**src/hdl/rtim_pkg.sv**
```systemverilog
// Package for the reload timer: action codes, register addresses and the
// fixed-point constants for the tick arithmetic.
// No dependencies.
package rtim_pkg;

    // Width of the elapsed field as used by the timer (low bits of the input field)
    localparam int ELAPSED_BITS  = 16;
    localparam int ELAPSED_FIELD = 16;
    localparam int ELAPSED_W     = (ELAPSED_BITS < ELAPSED_FIELD) ? ELAPSED_BITS
                                                                  : ELAPSED_FIELD;

    // rate * elapsed / 1000 = (elapsed << (9 + k)) / 125, with rate = 4096 << k
    localparam int SHIFT_W   = 4;
    localparam int MAX_SHIFT = 15;
    localparam int PROD_W    = ELAPSED_W + MAX_SHIFT;
    // advance of 256 or more steps once the scaled product reaches 256 * 125
    localparam int LOW_W     = 15;
    localparam logic [LOW_W-1:0] OVF_LIMIT = LOW_W'(32000);

    // floor(p / 125) for p < 32000 as (p * RECIP) >> RECIP_SHIFT
    localparam int RECIP_W     = 16;
    localparam logic [RECIP_W-1:0] RECIP = RECIP_W'(33555);
    localparam int RECIP_SHIFT = 22;
    localparam int QPROD_W     = LOW_W + RECIP_W;

    localparam int COUNT_W = 8;

    localparam logic [15:0] ADDR_COUNT   = 16'hFF05;
    localparam logic [15:0] ADDR_RELOAD  = 16'hFF06;
    localparam logic [15:0] ADDR_CONTROL = 16'hFF07;

    localparam int RATE_LSB   = 0;
    localparam int ENABLE_BIT = 2;

    typedef enum logic [1:0] {
        ACT_TICK  = 2'd0,
        ACT_WRITE = 2'd1,
        ACT_READ  = 2'd2,
        ACT_NONE  = 2'd3
    } action_t;

    typedef struct packed {
        logic [ELAPSED_FIELD-1:0] elapsed_ms;
        logic [7:0]               write_data;
        logic [15:0]              reg_address;
        action_t                  action;
    } in_item_t;

    localparam int IN_W   = $bits(in_item_t);
    localparam int IN_PAD = ((IN_W + 7) / 8) * 8;

    // Left shift for each rate select: 4096, 262144, 65536, 16384 Hz
    function automatic logic [SHIFT_W-1:0] rate_shift(input logic [1:0] sel);
        logic [SHIFT_W-1:0] sh;
        case (sel)
            2'd0:    sh = SHIFT_W'(9);
            2'd1:    sh = SHIFT_W'(15);
            2'd2:    sh = SHIFT_W'(13);
            2'd3:    sh = SHIFT_W'(11);
            default: sh = SHIFT_W'(9);
        endcase
        return sh;
    endfunction

endpackage

```
**src/hdl/reload_timer_with_irq.sv**
```systemverilog
// Reload timer top level: three bus registers, tick arithmetic and the
// registered result stage.
// Depends on rtim_pkg.
//
// Usage:
//   Input channel (s_axis): one transaction is a tick carrying elapsed
//   milliseconds, a register write or a register read. Counter, reload and
//   control registers sit at 0xFF05, 0xFF06 and 0xFF07.
//   Result channel (m_axis): exactly one transaction per input transaction,
//   carrying read data (reads only) and the interrupt flag (ticks only).
//   The result is registered, valid in the cycle after the input transaction.
//   Throughput is one transaction per cycle unless the receiver stalls, set by
//   the single output register; register updates apply to the next transaction.
//   The first tick after reset only primes the timer. A tick with the enable
//   bit (control bit 2) clear leaves the counter unchanged.
//   Reset clears the three bus registers, the primed flag and the output valid.
//   While the receiver stalls, the pending result holds and s_axis_tready
//   stays low; a new transaction is taken in the same cycle the pending
//   result is taken.
module reload_timer_with_irq (
    input  logic        aclk,
    input  logic        aresetn,
    input  logic        s_axis_tvalid,
    output logic        s_axis_tready,
    // action[1:0], reg_address[17:2], write_data[25:18], elapsed_ms[41:26], zero pad
    input  logic [rtim_pkg::IN_PAD-1:0] s_axis_tdata,
    output logic        m_axis_tvalid,
    input  logic        m_axis_tready,
    // read_data[7:0], timer_irq[8], zero pad
    output logic [15:0] m_axis_tdata
);
    import rtim_pkg::*;

    in_item_t item;

    logic [COUNT_W-1:0] count_reg,   count_next;
    logic [COUNT_W-1:0] reload_reg,  reload_next;
    logic [COUNT_W-1:0] control_reg, control_next;
    logic               primed_reg,  primed_next;
    logic               m_valid_reg, m_valid_next;
    logic [7:0]         rdata_reg,   rdata_next;
    logic               irq_reg,     irq_next;

    logic                 accept;
    logic [PROD_W-1:0]    scaled;
    logic                 big_advance;
    logic [QPROD_W-1:0]   qprod;
    logic [COUNT_W-1:0]   steps;
    logic [COUNT_W:0]     sum;
    logic                 overflow;

    assign item          = in_item_t'(s_axis_tdata[IN_W-1:0]);
    assign s_axis_tready = !m_valid_reg || m_axis_tready;
    assign accept        = s_axis_tvalid && s_axis_tready;

    // Scaled elapsed time, in units of 1/125 counter step
    assign scaled = PROD_W'(item.elapsed_ms[ELAPSED_W-1:0])
                    << rate_shift(control_reg[RATE_LSB +: 2]);
    assign big_advance = (scaled[PROD_W-1:LOW_W] != '0) || (scaled[LOW_W-1:0] >= OVF_LIMIT);
    assign qprod    = QPROD_W'(scaled[LOW_W-1:0]) * QPROD_W'(RECIP);
    assign steps    = qprod[RECIP_SHIFT +: COUNT_W];
    assign sum      = {1'b0, count_reg} + {1'b0, steps};
    assign overflow = big_advance || sum[COUNT_W];

    always_comb begin
        count_next   = count_reg;
        reload_next  = reload_reg;
        control_next = control_reg;
        primed_next  = primed_reg;
        m_valid_next = m_valid_reg;
        rdata_next   = rdata_reg;
        irq_next     = irq_reg;
        if (m_axis_tready) begin
            m_valid_next = 1'b0;
        end
        if (accept) begin
            m_valid_next = 1'b1;
            rdata_next   = '0;
            irq_next     = 1'b0;
            case (item.action)
                ACT_TICK: begin
                    if (!primed_reg) begin
                        primed_next = 1'b1;
                    end else if (control_reg[ENABLE_BIT]) begin
                        if (overflow) begin
                            count_next = reload_reg;
                            irq_next   = 1'b1;
                        end else begin
                            count_next = sum[COUNT_W-1:0];
                        end
                    end
                end
                ACT_WRITE: begin
                    if (item.reg_address == ADDR_COUNT) begin
                        count_next = item.write_data;
                    end else if (item.reg_address == ADDR_RELOAD) begin
                        reload_next = item.write_data;
                    end else if (item.reg_address == ADDR_CONTROL) begin
                        control_next = item.write_data;
                    end
                end
                ACT_READ: begin
                    if (item.reg_address == ADDR_COUNT) begin
                        rdata_next = count_reg;
                    end else if (item.reg_address == ADDR_RELOAD) begin
                        rdata_next = reload_reg;
                    end else if (item.reg_address == ADDR_CONTROL) begin
                        rdata_next = control_reg;
                    end
                end
                default: begin
                end
            endcase
        end
    end

    always_ff @(posedge aclk) begin
        if (!aresetn) begin
            count_reg   <= '0;
            reload_reg  <= '0;
            control_reg <= '0;
            primed_reg  <= 1'b0;
            m_valid_reg <= 1'b0;
        end else begin
            count_reg   <= count_next;
            reload_reg  <= reload_next;
            control_reg <= control_next;
            primed_reg  <= primed_next;
            m_valid_reg <= m_valid_next;
        end
        rdata_reg <= rdata_next;
        irq_reg   <= irq_next;
    end

    assign m_axis_tvalid = m_valid_reg;
    assign m_axis_tdata  = {7'd0, irq_reg, rdata_reg};

    // An interrupt result never carries read data
    a_irq_no_rdata: assert property (@(posedge aclk) disable iff (!aresetn)
        m_axis_tvalid && irq_reg |-> rdata_reg == '0)
        else $error("interrupt result carries read data");

    // An overflowing tick leaves the counter at the reload value
    a_reload: assert property (@(posedge aclk) disable iff (!aresetn)
        accept && item.action == ACT_TICK && primed_reg && control_reg[ENABLE_BIT]
        && overflow |=> count_reg == $past(reload_reg) && irq_reg)
        else $error("overflow did not reload the counter");

    // Once primed, the timer stays primed until reset
    a_primed_holds: assert property (@(posedge aclk) disable iff (!aresetn)
        primed_reg |=> primed_reg)
        else $error("primed flag dropped");

    // Each accepted transaction yields a pending result in the next cycle
    a_result_follows: assert property (@(posedge aclk) disable iff (!aresetn)
        accept |=> m_axis_tvalid)
        else $error("accepted transaction lost its result");

endmodule

```
**config.mk**
```make
export PLATFORM = sky130hd
export DESIGN_NAME = reload_timer_with_irq
export DESIGN_NICKNAME = d
export VERILOG_FILES = /design/src/hdl/rtim_pkg.sv /design/src/hdl/reload_timer_with_irq.sv
export SDC_FILE = /design/constraint.sdc
export NUM_CORES = 1
export LEC_CHECK = 0
export ABC_AREA = 1
export BUFFER_PORTS_ARGS = -buffer_cell sky130_fd_sc_hd__buf_2
export CORE_ASPECT_RATIO = 1.5
export CORE_MARGIN = 5
export CORE_UTILIZATION = 45
export DETAILED_ROUTE_END_ITERATION = 8
export PLACE_DENSITY = 0.7
export SLEW_MARGIN = 0
export SYNTH_ARGS = -nofsm -noshare
export SYNTH_HDL_FRONTEND = slang
export SYNTH_SLANG_ARGS = --single-unit
```
**constraint.sdc**
```tcl
create_clock -name aclk -period 6.07 [get_ports aclk]
set_clock_uncertainty 0.1 [all_clocks]
set_input_delay 1.821 -clock aclk [delete_from_list [all_inputs] [get_ports aclk]]
set_output_delay 1.821 -clock aclk [all_outputs]
set_load 0.01 [all_outputs]
```
==> results of run 1 <==
layer usage:
| layer | wire length (um) | track usage (%) | part of all wire (%) | up-vias |
|---|---|---|---|---|
| met4 | 254 | 8.180 | 2.7 | 0 |
| met5 | 0 | 0 | 0 | - |
| met1 | 3230 | 17.06 | 34 | 1676 |
| met2 | 5764 | 41.06 | 61 | 77 |
| li1 | - | - | - | 1846 |
| met3 | 262 | 1.854 | 2.8 | 20 |
power by group:
| part | internal [mW] | switching (mW) | total (mW) | leakage (nW) |
|---|---|---|---|---|
| Clock | 0.151 | 0.0910 | 0.242 | 0.0679 |
| Combinational | 0.163 | 0.164 | 0.327 | 2.03 |
| Sequential | 0.243 | 0.000835 | 0.244 | 0.301 |
final cells by class:
class,count,share of cell area [%]
clock buffer,7,2.692
clock inverter,1,0.1016
inverter,68,5.232
multi-input combinational,382,59.54
sequential,35,16.05
tap,105,2.667
timing repair buffer,103,13.72
cell usage in the layout (no fill, tap or decap), types with 3 or more instances in the layout:
cell type and instances:
nand2_1 88, inv_1 61, buf_2 53, ha_1 51
buf_4 44, nor2_1 40, a21oi_1 35, dfxtp_1 26
nand3_1 24, ha_4 21, o21ai_0 18, nand2_2 13
edfxtp_1 9, a211oi_1 7, xor2_1 7, nand3_2 7
conb_1 7, nand4_1 6, a21oi_2 6, o21ai_1 6
nor3_1 6, clkbuf_16 5, nand2_4 4, inv_2 4
buf_6 4, nor2_2 3, clkinv_2 3, a221oi_1 3
nand3b_1 3
timing repair:
action / in CTS / in global routing
gates resized for setup: 22 / 28
gates cloned: 1 / 0
pin swaps: 23 / 35
hold buffers: 0 / 0
buffers inserted: 3 / 3
endpoints found under the setup margin: 9 / 9
worst paths after layout:
kind | to | slack (ps) | depth (start not counted)
max | count_reg[4] | -80 | 34
min reg2reg | control_reg[6] | 360 | 2
max reg2reg | count_reg[4] | 610 | 37
min | control_reg[6] | 360 | 2
critical path, delay by kind of cell:
family / cells / cell delay (ps)
fa+ha+maj: 8 / 2040
xor+xnor: 1 / 130
compound gates: 4 / 600
simple gates: 16 / 1260
buf+inv: 5 / 370
metrics by stage:
step	cells	setup slack [ps]	cell area [um^2]	utilization, %
after floorplan	499	3.073	3870	-
after global placement	686	-375.2	4499	56.90
after detailed placement	686	-462.6	4499	56.90
after CTS	698	-56.83	4770	60.32
after global routing	701	-338.3	4926	62.29
final	701	-77.64	4926	62.29
cells by family after synthesis:
family | after synthesis
XOR/XNOR | 11
flip-flops | 35
buffers and inverters | 83
adder cells (fa/ha/maj) | 76
AND/OR/NAND/NOR | 203
other | 1
AO/OA/AOI/OAI | 84
==> flow_summary.ini, run 1 <==
[run_status]
outcome = complete, but fails checks
violations = setup timing

[sta]
worst_pin_slew_ps = 602.1
timing.hold.ws_ps = 358.3
finalCritPeriodShare_pct = 101.3
setup-tns-final_ps = -402.5
finalHoldViolCount = 0
drv_slew = 0
rsz0062_at_grt = yes
setup_viol_count_final = 8
timing.fmax_mhz = 162.7
min_period_ps = 6148
maxSlewHeadroom_pct = 59.81
finalWorstSetupSlack_ps = -77.64

[synthesis]
synth_edf_count = 9
synth_top_family_by_area = adder cells
netlist_area_um2 = 3598
syn_avg_cell_area_um2 = 7.299
synth_top_area_share_pct = 25.38
synthArstFlopShare_pct = 0
yosys-top-cells-area = ha_1 (25%), dfxtp_1 (14%), nand2_1 (10%), edfxtp_1 (7.5%), inv_1 (6.7%)
synth_largest_area_cell = ha_1
ys.warnings.count = 0
yosys.area_share.xor_xnor_pct = 2.677
syn_inst = 493
ys_ff_latch = 35
synth_most_common_cell = nand2_1
synthFlopType = dfxtp_1
synth_fa_ha_area_share_pct = 27.05
yosysSeqAreaShare_pct = 21.97
yosys.area_share.simple_pct = 24.65
synth_compound_area_share_pct = 13.53
synthMuxAreaShare_pct = 0
synth_cell_types = 37
synth_commonest_cells = nand2_1 (100), ha_1 (73), inv_1 (64)

[floorplan]
die_y_um = 119.5
ios = 70
die_w_um = 83.02
num_rows = 40
core-area_um2 = 7908
start_util_pct = 45.51
dieArea_um2 = 9922

[run]
cap_violations = 0

[setup_path]
arrival_ps = 6230
worst-setup-path-type = in2reg
cpPeakStageDelay_ps = 530
reg2reg_from = control_reg[1]
cp-start-kind = input port
crit_required_ps = 6160
crit_slowest_cell = fa_1
crit_start = s_axis_tdata[28]
critPathCaptureType = flip-flop
critPathMostFrequentCell = ha_4
cp_max_fo = 8

[grt]
gr-total-overflow = 0
grt_max_degree = 17
first_global_vias = 3590
antenna_found_initial = 0
grt_first_pass_wirelength_um = 15660
grt_usage_pct = 19.04

[clock_tree]
clk-insertion-delay-late_ps = 280
htree_num_levels = 2
clk_pin_slew_ps = 50
cts_tree = built
cts_buffer_depth = 2
cts_inserted_buffers = 5
ctsRootBufferMaster = clkbuf_16
clock-sinks = 35

[route]
finalWirelength_um = 9511
dr_total_vias = 3619
drtIter0Drc = 169
vias_per_cell = 5.163
drt-pass1-iter-count = 5
drt.antenna.violating_nets = 0
wl_per_cell_um = 13.57
drc = 0

[layout]
syn_to_final_growth_pct = 36.89
n_fill_cell = 702
n_antenna_cell = 0
nNetsFinal = 723
multiInputGateArea_um2 = 2933
drive_gt1_share_pct = 31.21
seq_area_um2 = 790.8

[worst_hold_path]
min_path_type = reg2reg
min_from = control_reg[6]

[placed_design]
portBuffers = 56
gp_congestion = 0.8487
hpwl_um = 7813

[pwr]
power_density_nw_per_um2 = 165.0
p_total_mw = 0.8128
p_leak_nw = 2.401
vdd_drop_max_v = 0.0001412
(Power assumes the default switching activity.)
==> inputs of run 2 (changes only) <==
--- a/config.mk
+++ b/config.mk
@@ -7,11 +7,13 @@
 export LEC_CHECK = 0
 export ABC_AREA = 1
 export BUFFER_PORTS_ARGS = -buffer_cell sky130_fd_sc_hd__buf_2
+export CELL_PAD_IN_SITES_DETAIL_PLACEMENT = 0
+export CELL_PAD_IN_SITES_GLOBAL_PLACEMENT = 1
 export CORE_ASPECT_RATIO = 1.5
 export CORE_MARGIN = 5
-export CORE_UTILIZATION = 45
+export CORE_UTILIZATION = 37
 export DETAILED_ROUTE_END_ITERATION = 8
-export PLACE_DENSITY = 0.7
+export PLACE_DENSITY_LB_ADDON = 0.1
 export SLEW_MARGIN = 0
 export SYNTH_ARGS = -nofsm -noshare
 export SYNTH_HDL_FRONTEND = slang
==> run 2 against run 1 <==
Against the previous run: the flow still finishes with violations (setup timing); global-route usage shrank 1.3 points; sequential power about the same; critical endpoint is now count_reg[5]; critical path depth unchanged; via count is 2.0% higher; clock power hardly changed; setup slack better by 46 ps; total power is 4.4% higher; largest cell class unchanged; flip-flop and latch count did not move.
==> flow_summary.ini, run 2 (synthesis gave the netlist of run 1 again) <==
[clock_tree]
htree_num_levels = 2
cts_hold_buf = 0
ctsRootBufferMaster = clkbuf_16
clock-sinks = 35
clk-insertion-delay-late_ps = 280
cts_tree = built
cts_buffer_depth = 2
clk_pin_slew_ps = 50
cts_inserted_buffers = 5

[layout]
n_antenna_cell = 0
syn_to_final_growth_pct = 44.33
final_cell_mix = nand2_1 (83), buf_4 (72), inv_1 (59)
nNetsFinal = 752
drive_gt1_share_pct = 35.52
final_common_cell = nand2_1
final_cells = 740

[sta]
maxSlewHeadroom_pct = 60.76
min_period_ps = 6102
finalHoldViolCount = 0
worst_pin_slew_ps = 587.9
finalCritPeriodShare_pct = 100.5
timing.hold.ws_ps = 356.6
rsz0062_at_grt = yes
drv_slew = 0
timing.fmax_mhz = 163.9
setup_viol_count_final = 4
finalWorstSetupSlack_ps = -31.67

[placed_design]
dp_slack_ps = -491.8
portBuffers = 56
hpwl_um = 8319
post-place-cells = 702
gp_congestion = 0.8251

[worst_hold_path]
hold_path_end = primed_reg
min_from = primed_reg
min_path_type = reg2reg
hold_path_depth = 2

[setup_path]
cpPeakStageDelay_ps = 510
cp_max_fo = 8
crit_required_ps = 6150
reg2regPathDepth = 34
cp-start-kind = input port
arrival_ps = 6180
worst-setup-path-type = in2reg
reg2reg_from = control_reg[1]
rr_endpoint = count_reg[5]
rrSetupSlack_ps = 600
crit_slowest_cell = fa_1
critPathCaptureType = flip-flop
critPathMostFrequentCell = nand2_2

[grt]
grt_first_pass_wirelength_um = 16930
antenna_found_initial = 0
grt_usage_pct = 17.74
first_global_vias = 3639
gr-total-overflow = 0
grt_max_degree = 17

[pwr]
power_density_nw_per_um2 = 163.5
p_leak_nw = 2.529
p_total_mw = 0.8489
vdd_drop_max_v = 0.0002002

[route]
dr_total_vias = 3690
drtIter0Drc = 132
drc = 0
vias_per_cell = 4.986
wl_per_cell_um = 14.38
drt.antenna.violating_nets = 0
drt-pass1-iter-count = 4
finalWirelength_um = 10640

[floorplan]
core-area_um2 = 9579
num_rows = 44
dieArea_um2 = 11840
die_w_um = 90.52
start_util_pct = 37.57
die_y_um = 130.8
ios = 70

[run]
cap_violations = 0

[run_status]
violations = setup timing
outcome = complete, but fails checks
==> run 2: cell count changes in the layout (fill, tap and decap cells not counted), sizes merged <==
| cell | before | now |
|---|---|---|
| buf | 103 | 132 |
==> run 2: metal layers <==
metal | part of all wire (%) | GRT usage, % | routed length [um]
met1 | 34 | 16.64 | 3571
met2 | 61 | 37.57 | 6454
met3 | 2.7 | 1.546 | 292
met4 | 3.0 | 8.414 | 323
met5 | 0 | 0 | 0
==> run 2: layout make-up <==
class,instances,area (um^2)
Clock buffer,7,132.6
Clock inverter,1,5.005
Fill cell,933,4385
Inverter,68,257.7
Multi-Input combinational cell,382,2970
Sequential cell,35,790.8
Tap cell,115,143.9
Timing Repair Buffer,132,893.4
==> run 2: power by group <==
group	total (mW)	switching [mW]	leakage (nW)	internal [mW]
combinational	0.361	0.176	2.16	0.185
clock	0.245	0.0932	0.0679	0.152
sequential	0.244	0.000913	0.301	0.243
==> run 2: critical path, delay by kind of cell <==
family                   cells  cell delay, ps
adder cells (fa/ha/maj)      7            1960
buffers and inverters        5             300
XOR/XNOR                     1             160
AND/OR/NAND/NOR             21            1900
==> run 2: worst max path at each step <==
| stage | cells past startpoint | from | end | slack (ps) |
|---|---|---|---|---|
| 5_1_grt | 32 | s_axis_tdata[31] | count_reg[5] | -260 |
| 4_1_cts | 33 | s_axis_tdata[30] | count_reg[5] | -50 |
| 3_5_place_dp | 32 | s_axis_tdata[27] | count_reg[7] | -490 |
| 6_report | 34 | s_axis_tdata[31] | count_reg[5] | -30 |
| 3_3_place_gp | 31 | s_axis_tdata[28] | count_reg[7] | -440 |
| 2_1_floorplan | 32 | s_axis_tdata[28] | count_reg[7] | 3 |
==> run 2: through the flow <==
stage	TNS (ps)	instance area (um^2)	utilization [%]
final	-94.04	5194	54.22
after global routing	-1744	5194	54.22
after CTS	-162.6	5074	52.96
after detailed placement	-4055	4557	47.57
after global placement	-3617	4557	47.57
after floorplan	0	3870	-
==> run 2: timing repair <==
action / 4_1_cts / 5_1_grt
gates resized for setup: 25 / 32
pin swaps: 23 / 21
cloned: 1 / 0
endpoints found under the setup margin: 9 / 9
setup buffers: 31 / 1
==> inputs of run 3 (changes only) <==
--- a/config.mk
+++ b/config.mk
@@ -14,6 +14,7 @@
 export CORE_UTILIZATION = 37
 export DETAILED_ROUTE_END_ITERATION = 8
 export PLACE_DENSITY_LB_ADDON = 0.1
+export SETUP_SLACK_MARGIN = 0.4
 export SLEW_MARGIN = 0
 export SYNTH_ARGS = -nofsm -noshare
 export SYNTH_HDL_FRONTEND = slang
==> run 3 against run 2 <==
Against the previous run: die area is the same; utilization is 0.60 points lower; combinational power about the same; clock-buffer cell count unchanged; non-clock buffer count fell by 20; first-iteration DRC count fell by 23%; setup slack lost 19 ps; cell area down 1.1%; the flow still finishes with violations (setup timing); sequential power about the same; final cell count fell by 2.7%; clock power grew 5%.
==> flow_summary.ini, run 3 (synthesis gave the netlist of run 1 again) <==
[layout]
final_cell_mix = nand2_1 (88), inv_1 (57), buf_2 (53)
fin_util_pct = 53.62
drive_gt1_share_pct = 34.21
multiInputGateArea_um2 = 3042
nNetsFinal = 732
seq_area_um2 = 790.8
syn_to_final_growth_pct = 42.73
final_cells = 720
n_fill_cell = 953
final_common_cell = nand2_1
n_antenna_cell = 0

[sta]
finalHoldViolCount = 0
worst_pin_slew_ps = 588.4
finalWorstSetupSlack_ps = -50.47
setup_viol_count_final = 6
timing.hold.ws_ps = 354.6
setup-tns-final_ps = -147.4
maxSlewHeadroom_pct = 60.73
min_period_ps = 6120
drv_slew = 0
finalCritPeriodShare_pct = 100.8
rsz0062_at_grt = yes
timing.fmax_mhz = 163.4

[placed_design]
post-place-cells = 703
portBuffers = 56
gp_congestion = 0.8233
hpwl_um = 8475

[pwr]
vdd_drop_max_v = 0.0002858
p_total_mw = 0.8607
p_leak_nw = 2.445
power_density_nw_per_um2 = 167.6

[worst_hold_path]
min_path_type = reg2reg
min_from = primed_reg

[route]
finalWirelength_um = 10010
vias_per_cell = 4.938
wl_per_cell_um = 13.90
drc = 0
drtIter0Drc = 101
drt.antenna.violating_nets = 0
drt-pass1-iter-count = 4
dr_total_vias = 3555

[clock_tree]
cts_buffer_depth = 2
cts_inserted_buffers = 5
cts_hold_buf = 0
cts_tree = built
ctsRootBufferMaster = clkbuf_16
clk-insertion-delay-late_ps = 280
htree_num_levels = 2
clock-sinks = 35
clk_pin_slew_ps = 50

[setup_path]
arrival_ps = 6200
critPathMostFrequentCell = ha_4
cp-start-kind = input port
cp_max_fo = 4
crit_required_ps = 6150
crit_start = s_axis_tdata[28]
critPathCaptureType = flip-flop
crit_slowest_cell = fa_1
reg2reg_from = control_reg[1]
cpPeakStageDelay_ps = 500
worst-setup-path-type = in2reg

[floorplan]
start_util_pct = 37.57
num_rows = 44
dieArea_um2 = 11840
die_y_um = 130.8
die_w_um = 90.52
ios = 70
core-area_um2 = 9579

[grt]
first_global_vias = 3569
gr-total-overflow = 0
grt_first_pass_wirelength_um = 16650
grt_usage_pct = 17.35
antenna_found_initial = 0
grt_max_degree = 17

[run]
cap_violations = 0

[run_status]
violations = setup timing
outcome = complete, but fails checks
-- run 3: stage by stage --
stage,worst slack [ps],cell area (um^2)
global route,-278.8,5136
CTS,7.271,4997
global placement,-414.4,4683
floorplan,69.54,3989
detailed placement,-441.7,4683
finish,-50.47,5136
-- run 3: layout make-up --
| class | instances | area share [%] |
|---|---|---|
| clock buffers | 7 | 2.777 |
| clock inverters | 1 | 0.09744 |
| inverters | 68 | 5.018 |
| multi-input cells | 382 | 59.22 |
| flip-flops and latches | 35 | 15.40 |
| well taps | 115 | 2.801 |
| repair buffers | 112 | 14.69 |
-- run 3: critical path: cells and delay by family --
family,cells,cell delay (ps)
AND/OR/NAND/NOR,14,1010
XOR/XNOR,1,210
buffers and inverters,6,510
adder cells (fa/ha/maj),8,2230
AO/OA/AOI/OAI,3,420
-- run 3: metal layers --
layer / up-vias / track usage (%) / wire length (um)
met5: - / 0 / 0
met4: 0 / 6.223 / 194
met3: 12 / 2.463 / 299
met2: 53 / 38.13 / 6141
met1: 1626 / 15.35 / 3370
li1: 1864 / - / -
-- run 3: worst paths after layout --
check            endpoint  slack [ps]  cells past startpoint
max reg2reg  count_reg[5]         650                     33
min reg2reg    primed_reg         350                      2
min            primed_reg         350                      2
max          count_reg[5]         -50                     32
-- run 3: power by group --
| part | switching [mW] | internal (mW) |
|---|---|---|
| Combinational | 0.173 | 0.186 |
| Sequential | 0.000919 | 0.243 |
| Clock | 0.0950 | 0.163 |
| Total | 0.269 | 0.592 |
-- run 3: what timing repair did --
action | 4_1_cts | 5_1_grt
cloned | 1 | 0
setup buffers | 3 | 5
pin swaps | 21 | 24
gates resized for setup | 27 | 25
setup endpoints to repair | 9 | 9
